===== config.mk =====
export PLATFORM = sky130hd
export DESIGN_NAME = hsv_to_rgb_8bit
export DESIGN_NICKNAME = d
export VERILOG_FILES = /design/src/hsv2rgb_pkg.sv /design/src/hsv_to_rgb_8bit.sv
export SDC_FILE = /design/constraint.sdc
export NUM_CORES = 2
export LEC_CHECK = 0
export ABC_AREA = 1
export BUFFER_PORTS_ARGS = -buffer_cell sky130_fd_sc_hd__buf_2
export CELL_PAD_IN_SITES_DETAIL_PLACEMENT = 1
export CELL_PAD_IN_SITES_GLOBAL_PLACEMENT = 1
export CORE_ASPECT_RATIO = 1.75
export CORE_MARGIN = 10
export CORE_UTILIZATION = 51
export CTS_CLUSTER_DIAMETER = 150
export DETAILED_ROUTE_END_ITERATION = 7
export PLACE_DENSITY = 0.79
export RECOVER_POWER = 50
export SYNTH_ARGS = -nofsm -noshare
export SYNTH_HDL_FRONTEND = slang
export SYNTH_SLANG_ARGS = --single-unit
export TNS_END_PERCENT = 100

===== constraint.sdc =====
create_clock -name aclk -period 10.35 [get_ports aclk]
set_input_delay 3.105 -clock aclk [delete_from_list [all_inputs] [get_ports aclk]]
set_output_delay 3.105 -clock aclk [all_outputs]
set_load 0.02 [all_outputs]

===== src/hsv2rgb_pkg.sv =====
`timescale 1ns / 1ps
// Package for the 8-bit HSV to RGB converter: payload structs, sector codes
// and the constants of the fixed-point datapath. No dependencies.
package hsv2rgb_pkg;

    typedef struct packed {
        logic [7:0] hue;
        logic [7:0] saturation;
        logic [7:0] brightness;
    } hsv_pix_t;

    typedef struct packed {
        logic [7:0] red;
        logic [7:0] green;
        logic [7:0] blue;
    } rgb_pix_t;

    typedef enum logic [2:0] {
        SECT_RED_UP   = 3'd0,
        SECT_GRN_MAX  = 3'd1,
        SECT_BLU_UP   = 3'd2,
        SECT_BLU_MAX  = 3'd3,
        SECT_RED_RISE = 3'd4,
        SECT_RED_MAX  = 3'd5
    } sector_t;

    // Sector boundaries on the hue: first hue with floor(2h/85) >= 1..5
    localparam logic [7:0] HUE_EDGE_1 = 8'd43;
    localparam logic [7:0] HUE_EDGE_2 = 8'd85;
    localparam logic [7:0] HUE_EDGE_3 = 8'd128;
    localparam logic [7:0] HUE_EDGE_4 = 8'd170;
    localparam logic [7:0] HUE_EDGE_5 = 8'd213;

    localparam logic [8:0] TWO_SPAN   = 9'd170;
    localparam logic [8:0] FOUR_SPAN  = 9'd340;
    localparam logic [7:0] RAMP_MAX   = 8'd85;
    localparam logic [7:0] FULL_SCALE = 8'd255;

    // Numerators reach 255 * 21675, i.e. 23 bits
    localparam int unsigned NUM_W     = 23;
    localparam int unsigned DIV_DEN_W = 15;
    localparam logic [DIV_DEN_W-1:0] DIV_DEN = 15'd21675;

    // Reciprocal of the divisor, rounded down; estimate is at most one short
    localparam int unsigned DIV_SHIFT = 32;
    localparam int unsigned DIV_MUL_W = 18;
    localparam logic [DIV_MUL_W-1:0] DIV_MUL =
        DIV_MUL_W'((64'd1 << DIV_SHIFT) / 64'd21675);
    localparam int unsigned PROD_W    = NUM_W + DIV_MUL_W;

endpackage


===== src/hsv_to_rgb_8bit.sv =====
`timescale 1ns / 1ps
// Top level of the 8-bit HSV to RGB converter: four-stage pipeline.
// Depends on hsv2rgb_pkg.
//
// Usage:
//   s_valid/s_ready/s_data carry one HSV colour per transaction; m_valid/
//   m_ready/m_data return the matching RGB colour, in order, one per input.
//   m_valid rises once the colour has passed the stage 1, 2, 3 and 4 registers,
//   and the result is held there until the receiver takes it. One colour
//   is accepted every cycle while the receiver takes results; the multipliers
//   are spread over all four stages, so no stage limits the rate.
//   Stage 1: hue sector, ramp weight, v*(255-s) and the ramp numerator term.
//   Stage 2: full numerators of the minimum and ramp channels.
//   Stage 3: quotient estimates by multiplication with the reciprocal.
//   Stage 4: one-step correction, sector selection, output register.
//   When m_ready is low the pipeline closes up its bubbles and then holds;
//   s_ready drops only once every stage is occupied. Nothing is lost or
//   repeated across a stall.
//   Synchronous active-low reset clears all stage valid bits; payload
//   registers are not reset.
module hsv_to_rgb_8bit
    import hsv2rgb_pkg::*;
(
    input  logic     aclk,
    input  logic     aresetn,
    input  logic     s_valid,
    output logic     s_ready,
    input  hsv_pix_t s_data,
    output logic     m_valid,
    input  logic     m_ready,
    output rgb_pix_t m_data
);

    // ---------------- stage handshake ----------------
    logic v1_reg, v2_reg, v3_reg, v4_reg;
    logic rdy1, rdy2, rdy3, rdy4;

    assign rdy4 = !v4_reg || m_ready;
    assign rdy3 = !v3_reg || rdy4;
    assign rdy2 = !v2_reg || rdy3;
    assign rdy1 = !v1_reg || rdy2;
    assign s_ready = rdy1;

    always_ff @(posedge aclk) begin
        if (!aresetn) begin
            v1_reg <= 1'b0;
            v2_reg <= 1'b0;
            v3_reg <= 1'b0;
            v4_reg <= 1'b0;
        end else begin
            if (rdy1) v1_reg <= s_valid;
            if (rdy2) v2_reg <= v1_reg;
            if (rdy3) v3_reg <= v2_reg;
            if (rdy4) v4_reg <= v3_reg;
        end
    end

    // ---------------- stage 1 ----------------
    logic [8:0]           twoh;
    logic [8:0]           rem_wide;
    logic [7:0]           rem;
    logic [6:0]           ramp_t;
    logic [7:0]           sbar;
    sector_t              sect_next;
    logic [15:0]          a_next;
    logic [DIV_DEN_W-1:0] b_next;

    sector_t              sect1_reg;
    logic                 grey1_reg;
    logic [7:0]           v1d_reg;
    logic [15:0]          a1_reg;
    logic [DIV_DEN_W-1:0] b1_reg;

    always_comb begin
        twoh = {s_data.hue, 1'b0};
        priority if (twoh >= FOUR_SPAN) begin
            rem_wide = twoh - FOUR_SPAN;
        end else if (twoh >= TWO_SPAN) begin
            rem_wide = twoh - TWO_SPAN;
        end else begin
            rem_wide = twoh;
        end
        rem = rem_wide[7:0];
        // ramp rises over the first half of a sector pair and falls over the second
        if (rem < RAMP_MAX) begin
            ramp_t = rem[6:0];
        end else begin
            ramp_t = 7'(TWO_SPAN[7:0] - rem);
        end

        priority if (s_data.hue >= HUE_EDGE_5) begin
            sect_next = SECT_RED_MAX;
        end else if (s_data.hue >= HUE_EDGE_4) begin
            sect_next = SECT_RED_RISE;
        end else if (s_data.hue >= HUE_EDGE_3) begin
            sect_next = SECT_BLU_MAX;
        end else if (s_data.hue >= HUE_EDGE_2) begin
            sect_next = SECT_BLU_UP;
        end else if (s_data.hue >= HUE_EDGE_1) begin
            sect_next = SECT_GRN_MAX;
        end else begin
            sect_next = SECT_RED_UP;
        end

        sbar   = FULL_SCALE - s_data.saturation;
        a_next = 16'(s_data.brightness) * 16'(sbar);
        b_next = DIV_DEN_W'(DIV_DEN_W'(RAMP_MAX) * DIV_DEN_W'(sbar))
               + DIV_DEN_W'(DIV_DEN_W'(s_data.saturation) * DIV_DEN_W'(ramp_t));
    end

    always_ff @(posedge aclk) begin
        if (rdy1 && s_valid) begin
            sect1_reg <= sect_next;
            grey1_reg <= (s_data.saturation == 8'd0);
            v1d_reg   <= s_data.brightness;
            a1_reg    <= a_next;
            b1_reg    <= b_next;
        end
    end

    // ---------------- stage 2 ----------------
    sector_t          sect2_reg;
    logic             grey2_reg;
    logic [7:0]       v2d_reg;
    logic [NUM_W-1:0] nlo2_reg;
    logic [NUM_W-1:0] nmid2_reg;

    always_ff @(posedge aclk) begin
        if (rdy2 && v1_reg) begin
            sect2_reg <= sect1_reg;
            grey2_reg <= grey1_reg;
            v2d_reg   <= v1d_reg;
            nlo2_reg  <= NUM_W'(a1_reg) * NUM_W'(RAMP_MAX);
            nmid2_reg <= NUM_W'(v1d_reg) * NUM_W'(b1_reg);
        end
    end

    // ---------------- stage 3 ----------------
    logic [PROD_W-1:0] plo;
    logic [PROD_W-1:0] pmid;

    sector_t          sect3_reg;
    logic             grey3_reg;
    logic [7:0]       v3d_reg;
    logic [NUM_W-1:0] nlo3_reg;
    logic [NUM_W-1:0] nmid3_reg;
    logic [8:0]       qlo3_reg;
    logic [8:0]       qmid3_reg;

    assign plo  = PROD_W'(nlo2_reg)  * PROD_W'(DIV_MUL);
    assign pmid = PROD_W'(nmid2_reg) * PROD_W'(DIV_MUL);

    always_ff @(posedge aclk) begin
        if (rdy3 && v2_reg) begin
            sect3_reg <= sect2_reg;
            grey3_reg <= grey2_reg;
            v3d_reg   <= v2d_reg;
            nlo3_reg  <= nlo2_reg;
            nmid3_reg <= nmid2_reg;
            qlo3_reg  <= plo[DIV_SHIFT+8:DIV_SHIFT];
            qmid3_reg <= pmid[DIV_SHIFT+8:DIV_SHIFT];
        end
    end

    // ---------------- stage 4 ----------------
    logic [NUM_W:0] rlo;
    logic [NUM_W:0] rmid;
    logic [7:0]     lo;
    logic [7:0]     mid;
    logic [7:0]     hi;
    rgb_pix_t       rgb_next;
    rgb_pix_t       rgb_reg;

    always_comb begin
        // estimate is exact or one short: fix up from the remainder
        rlo  = (NUM_W+1)'(nlo3_reg)  - (NUM_W+1)'((NUM_W+1)'(qlo3_reg)  * (NUM_W+1)'(DIV_DEN));
        rmid = (NUM_W+1)'(nmid3_reg) - (NUM_W+1)'((NUM_W+1)'(qmid3_reg) * (NUM_W+1)'(DIV_DEN));
        lo  = (rlo  >= (NUM_W+1)'(DIV_DEN)) ? 8'(qlo3_reg  + 9'd1) : qlo3_reg[7:0];
        mid = (rmid >= (NUM_W+1)'(DIV_DEN)) ? 8'(qmid3_reg + 9'd1) : qmid3_reg[7:0];
        hi  = v3d_reg;

        if (grey3_reg) begin
            rgb_next = '{red: hi, green: hi, blue: hi};
        end else begin
            unique case (sect3_reg)
                SECT_RED_UP:   rgb_next = '{red: hi,  green: mid, blue: lo};
                SECT_GRN_MAX:  rgb_next = '{red: mid, green: hi,  blue: lo};
                SECT_BLU_UP:   rgb_next = '{red: lo,  green: hi,  blue: mid};
                SECT_BLU_MAX:  rgb_next = '{red: lo,  green: mid, blue: hi};
                SECT_RED_RISE: rgb_next = '{red: mid, green: lo,  blue: hi};
                default:       rgb_next = '{red: hi,  green: lo,  blue: mid};
            endcase
        end
    end

    always_ff @(posedge aclk) begin
        if (rdy4 && v3_reg) begin
            rgb_reg <= rgb_next;
        end
    end

    assign m_valid = v4_reg;
    assign m_data  = rgb_reg;

    // ---------------- assertions ----------------
    a_reset_empties: assert property (@(posedge aclk)
        !aresetn |=> !m_valid)
        else $error("output valid set after reset");

    a_stall_only_when_full: assert property (@(posedge aclk) disable iff (!aresetn)
        !s_ready |-> (v1_reg && v2_reg && v3_reg && m_valid && !m_ready))
        else $error("input stalled while the pipeline has room");

    a_quot_in_range: assert property (@(posedge aclk) disable iff (!aresetn)
        v3_reg |-> (!qlo3_reg[8] && !qmid3_reg[8]))
        else $error("quotient estimate exceeds eight bits");

    a_channel_order: assert property (@(posedge aclk) disable iff (!aresetn)
        (v3_reg && !grey3_reg) |-> (lo <= mid && mid <= hi))
        else $error("minimum, ramp and maximum out of order");

endmodule


==> results by group <==
Clock network
  • Root Driver: clkbuf_16
  • Worst-Skew Late Latency: 0.57 ns
  • CTS Hold Buffers Added: 0
  • TritonCTS Sinks: 205
  • CTS Buffer Depth: 3
  • CTS Buf Count: 22
  • H-Tree Depth: 1
  • Reg clk slew, reported paths: ~0.070 ns
  • CTS tree: built

Global route
  • Initial antenna violation count: 0
  • GRT Total Usage: 26.2%
  • GR Util met1: 24.0%
  • Grt total ovfl: 0
  • First-pass GRT wire length: 166000 um
  • Met2 GRT Util: 52.8%
  • Pin count of the biggest net entering global routing: 77
  • Gr busiest metal: met2
  • Met3 Use GR: 3.03%
  • Vias in the first global route: approximately 32k

Synth
  • Syn_nets: ~5.2k
  • Cell area after synthesis: 0.0351 sq mm
  • Post-synth EDFFs: 201
  • Primary FF master, synth: edfxtp_1
  • Yosys warning total: 0
  • Largest family of logic cells by synthesized area: adder cells
  • Sequential cell area fraction in the yosys report: 17.4%
  • Mux share of post-synthesis cell area: 0%
  • Post-Synth XOR/XNOR Area: 3.28%
  • Cells after Synth: 4103
  • Library cells used by synthesis: 51
  • Asr flop ratio synth: 0%
  • Average cell area after synthesis: between 8 and 9 sq um
  • Adder-cell share of the synthesized area: 47.2%
  • Synth Register Bits: 205
  • Synth Area in Simple Gates: 15.2%
  • Synth Area in Compound Gates: 5.89%

Min path
  • Hold path cells: 0
  • Hold wc startpoint: sect2_reg[1]
  • Hold path endpoint: sect3_reg[1]
  • Hold WC Path Type: flop to flop

STA
  • Fin crit period: 9.82 ns
  • Final Slew Violations: 81
  • RSZ-0062 raised after global routing: false
  • Relative slew slack: -120%
  • Final cycle utilization of the critical path: a little over nine tenths
  • Setup ws final: 0.531 ns
  • Setup Skew: 0.0305 ns
  • Final hold viol count: 0
  • Max Fclk: around 100 MHz
  • Setup violations, final: 0
  • Worst Tran Pin Value: approximately 3.3 ns

Placement
  • IO Port Bufs: 53
  • DP HPWL: 88900 um
  • GP Congestion: 0.923
  • Worst slack at placement: -0.187 ns

Final layout
  • Final nets: 5272
  • Largest register FFs: 24
  • Commonest cells after routing, fill and taps aside: 983 x inv_1, 807 x nand2_1, 684 x ha_1
  • Leading cell type in the layout, fill and taps excluded: inv_1
  • Post-Route Utilization: between 50% and 60%
  • Diode count: 0
  • Fillers: between 8k and 9k
  • Area Overhead vs Synth: 6.11%
  • Layout cell share with drive strength beyond 1: 3.30%

Job
  • Max_cap viols: 2

Critical path
  • Crit start category: input pin
  • Crit path largest cell delay: 0.57 ns
  • CP dominant cell by count: fa_1
  • R2r worst-path depth: 25
  • Crit Path Max Fanout: 10
  • Worst Path Arrival: between 10 and 15 ns
  • Slowest-stage cell, CP: fa_1
  • Setup CP Type: input pin to flop
  • R2r endpoint: m_data[14]
  • RR Startpoint: qlo3_reg[3]
  • R2R setup slack: 4.06 ns
  • CP Capture Type: flop
  • Crit path required time: 10.65 ns

Routing
  • Remaining DRCs: 0
  • Detail Route Antenna Nets: 0
  • 1st-pass router iterations: 5
  • Post-Route WL: 104000 um
  • WL/cell: 20.4 um
  • First-iteration detailed-routing DRC count: 941
  • Vias per std cell: roughly 5.5
  • Vias: 27.8k

Floorplanning
  • Row cnt: 127
  • Boundary Pins: 54
  • Total Die Area: 0.0802 sq mm
  • Chip width: between 200 and 250 um
  • Core Area: 0.0683 sq mm
  • Die Span Y: 367 um
  • Initial core utilization: 51.4%

Outcome
  • Failing checks: max-capacitance violations, max-slew violations
  • Status: finished, violations left
[worst max-delay path: cells and delay by family]
kind | cells | cell delay (ns)
AO/OA/AOI/OAI | 7 | 1.32
XOR/XNOR | 2 | 0.39
adder cells (fa/ha/maj) | 8 | 3.47
buffers and inverters | 8 | 0.72
AND/OR/NAND/NOR | 9 | 1.11
[cell families after synthesis]
logic type      count (synthesis)
fa+ha+maj                    1084
xor+xnor                      128
buf+inv                      1032
flops                         205
simple gates                 1288
compound gates                366
[metal layers]
metal  routed length [um]  part of all wire, %
met5                    0                    0
met3                 3400                  3.3
met2                59500                   57
met4                 6690                  6.5
met1                34100                   33
[final cells by class]
type	instances	area [sq um]	share of cell area, %
multi-input cells	2866	25100	67.4
flip-flops and latches	205	6120	16.4
inverters	996	3740	10.0
well taps	903	1130	3.03
clock buffers	25	583	1.56
repair buffers	69	335	0.900
clock inverters	15	231	0.621
[synthesized netlist by cell type (19+ instances only)]
master | instances | area (sq um)
inv_1 | 985 | 3700
nand2_1 | 807 | 3030
ha_1 | 684 | 8560
fa_1 | 400 | 8010
nor2_1 | 230 | 863
edfxtp_1 | 201 | 6040
a21oi_1 | 190 | 951
nand3_1 | 124 | 621
o21ai_0 | 87 | 435
xor2_1 | 81 | 709
xnor2_1 | 43 | 377
nor3_1 | 36 | 180
nand4_1 | 34 | 213
clkbuf_1 | 30 | 113
nand2_2 | 19 | 119
[how the worst max path moves through the flow]
stage               slack, ns  startpoint    endpoint  cells past startpoint
floorplan                0.62  s_data[17]  b1_reg[13]                     35
global placement         0.03  s_data[16]  b1_reg[14]                     35
detailed placement      -0.19  s_data[17]  b1_reg[14]                     38
CTS                      0.40  s_data[17]  b1_reg[14]                     38
global route             0.02  s_data[17]  b1_reg[14]                     38
finish                   0.53  s_data[16]  b1_reg[13]                     34
[timing repair]
item | CTS | global route
setup endpoints to repair | 0 | 2
gates resized for setup | 0 | 4
setup buffers | 0 | 1
[through the flow]
step	instances	setup TNS, ns	hold slack [ns]	area, sq um
after floorplan	4103	0	0.400	35100
after global placement	5038	0	0.405	36500
after detailed placement	5038	-0.334	0.415	36500
after CTS	5078	0	0.430	37300
after global routing	5079	0	0.428	37300
final	5079	0	0.419	37300
Power is left out: the tool's default activity adds up to more than one toggle a clock period on the data nets, which glitch-free logic cannot reach.
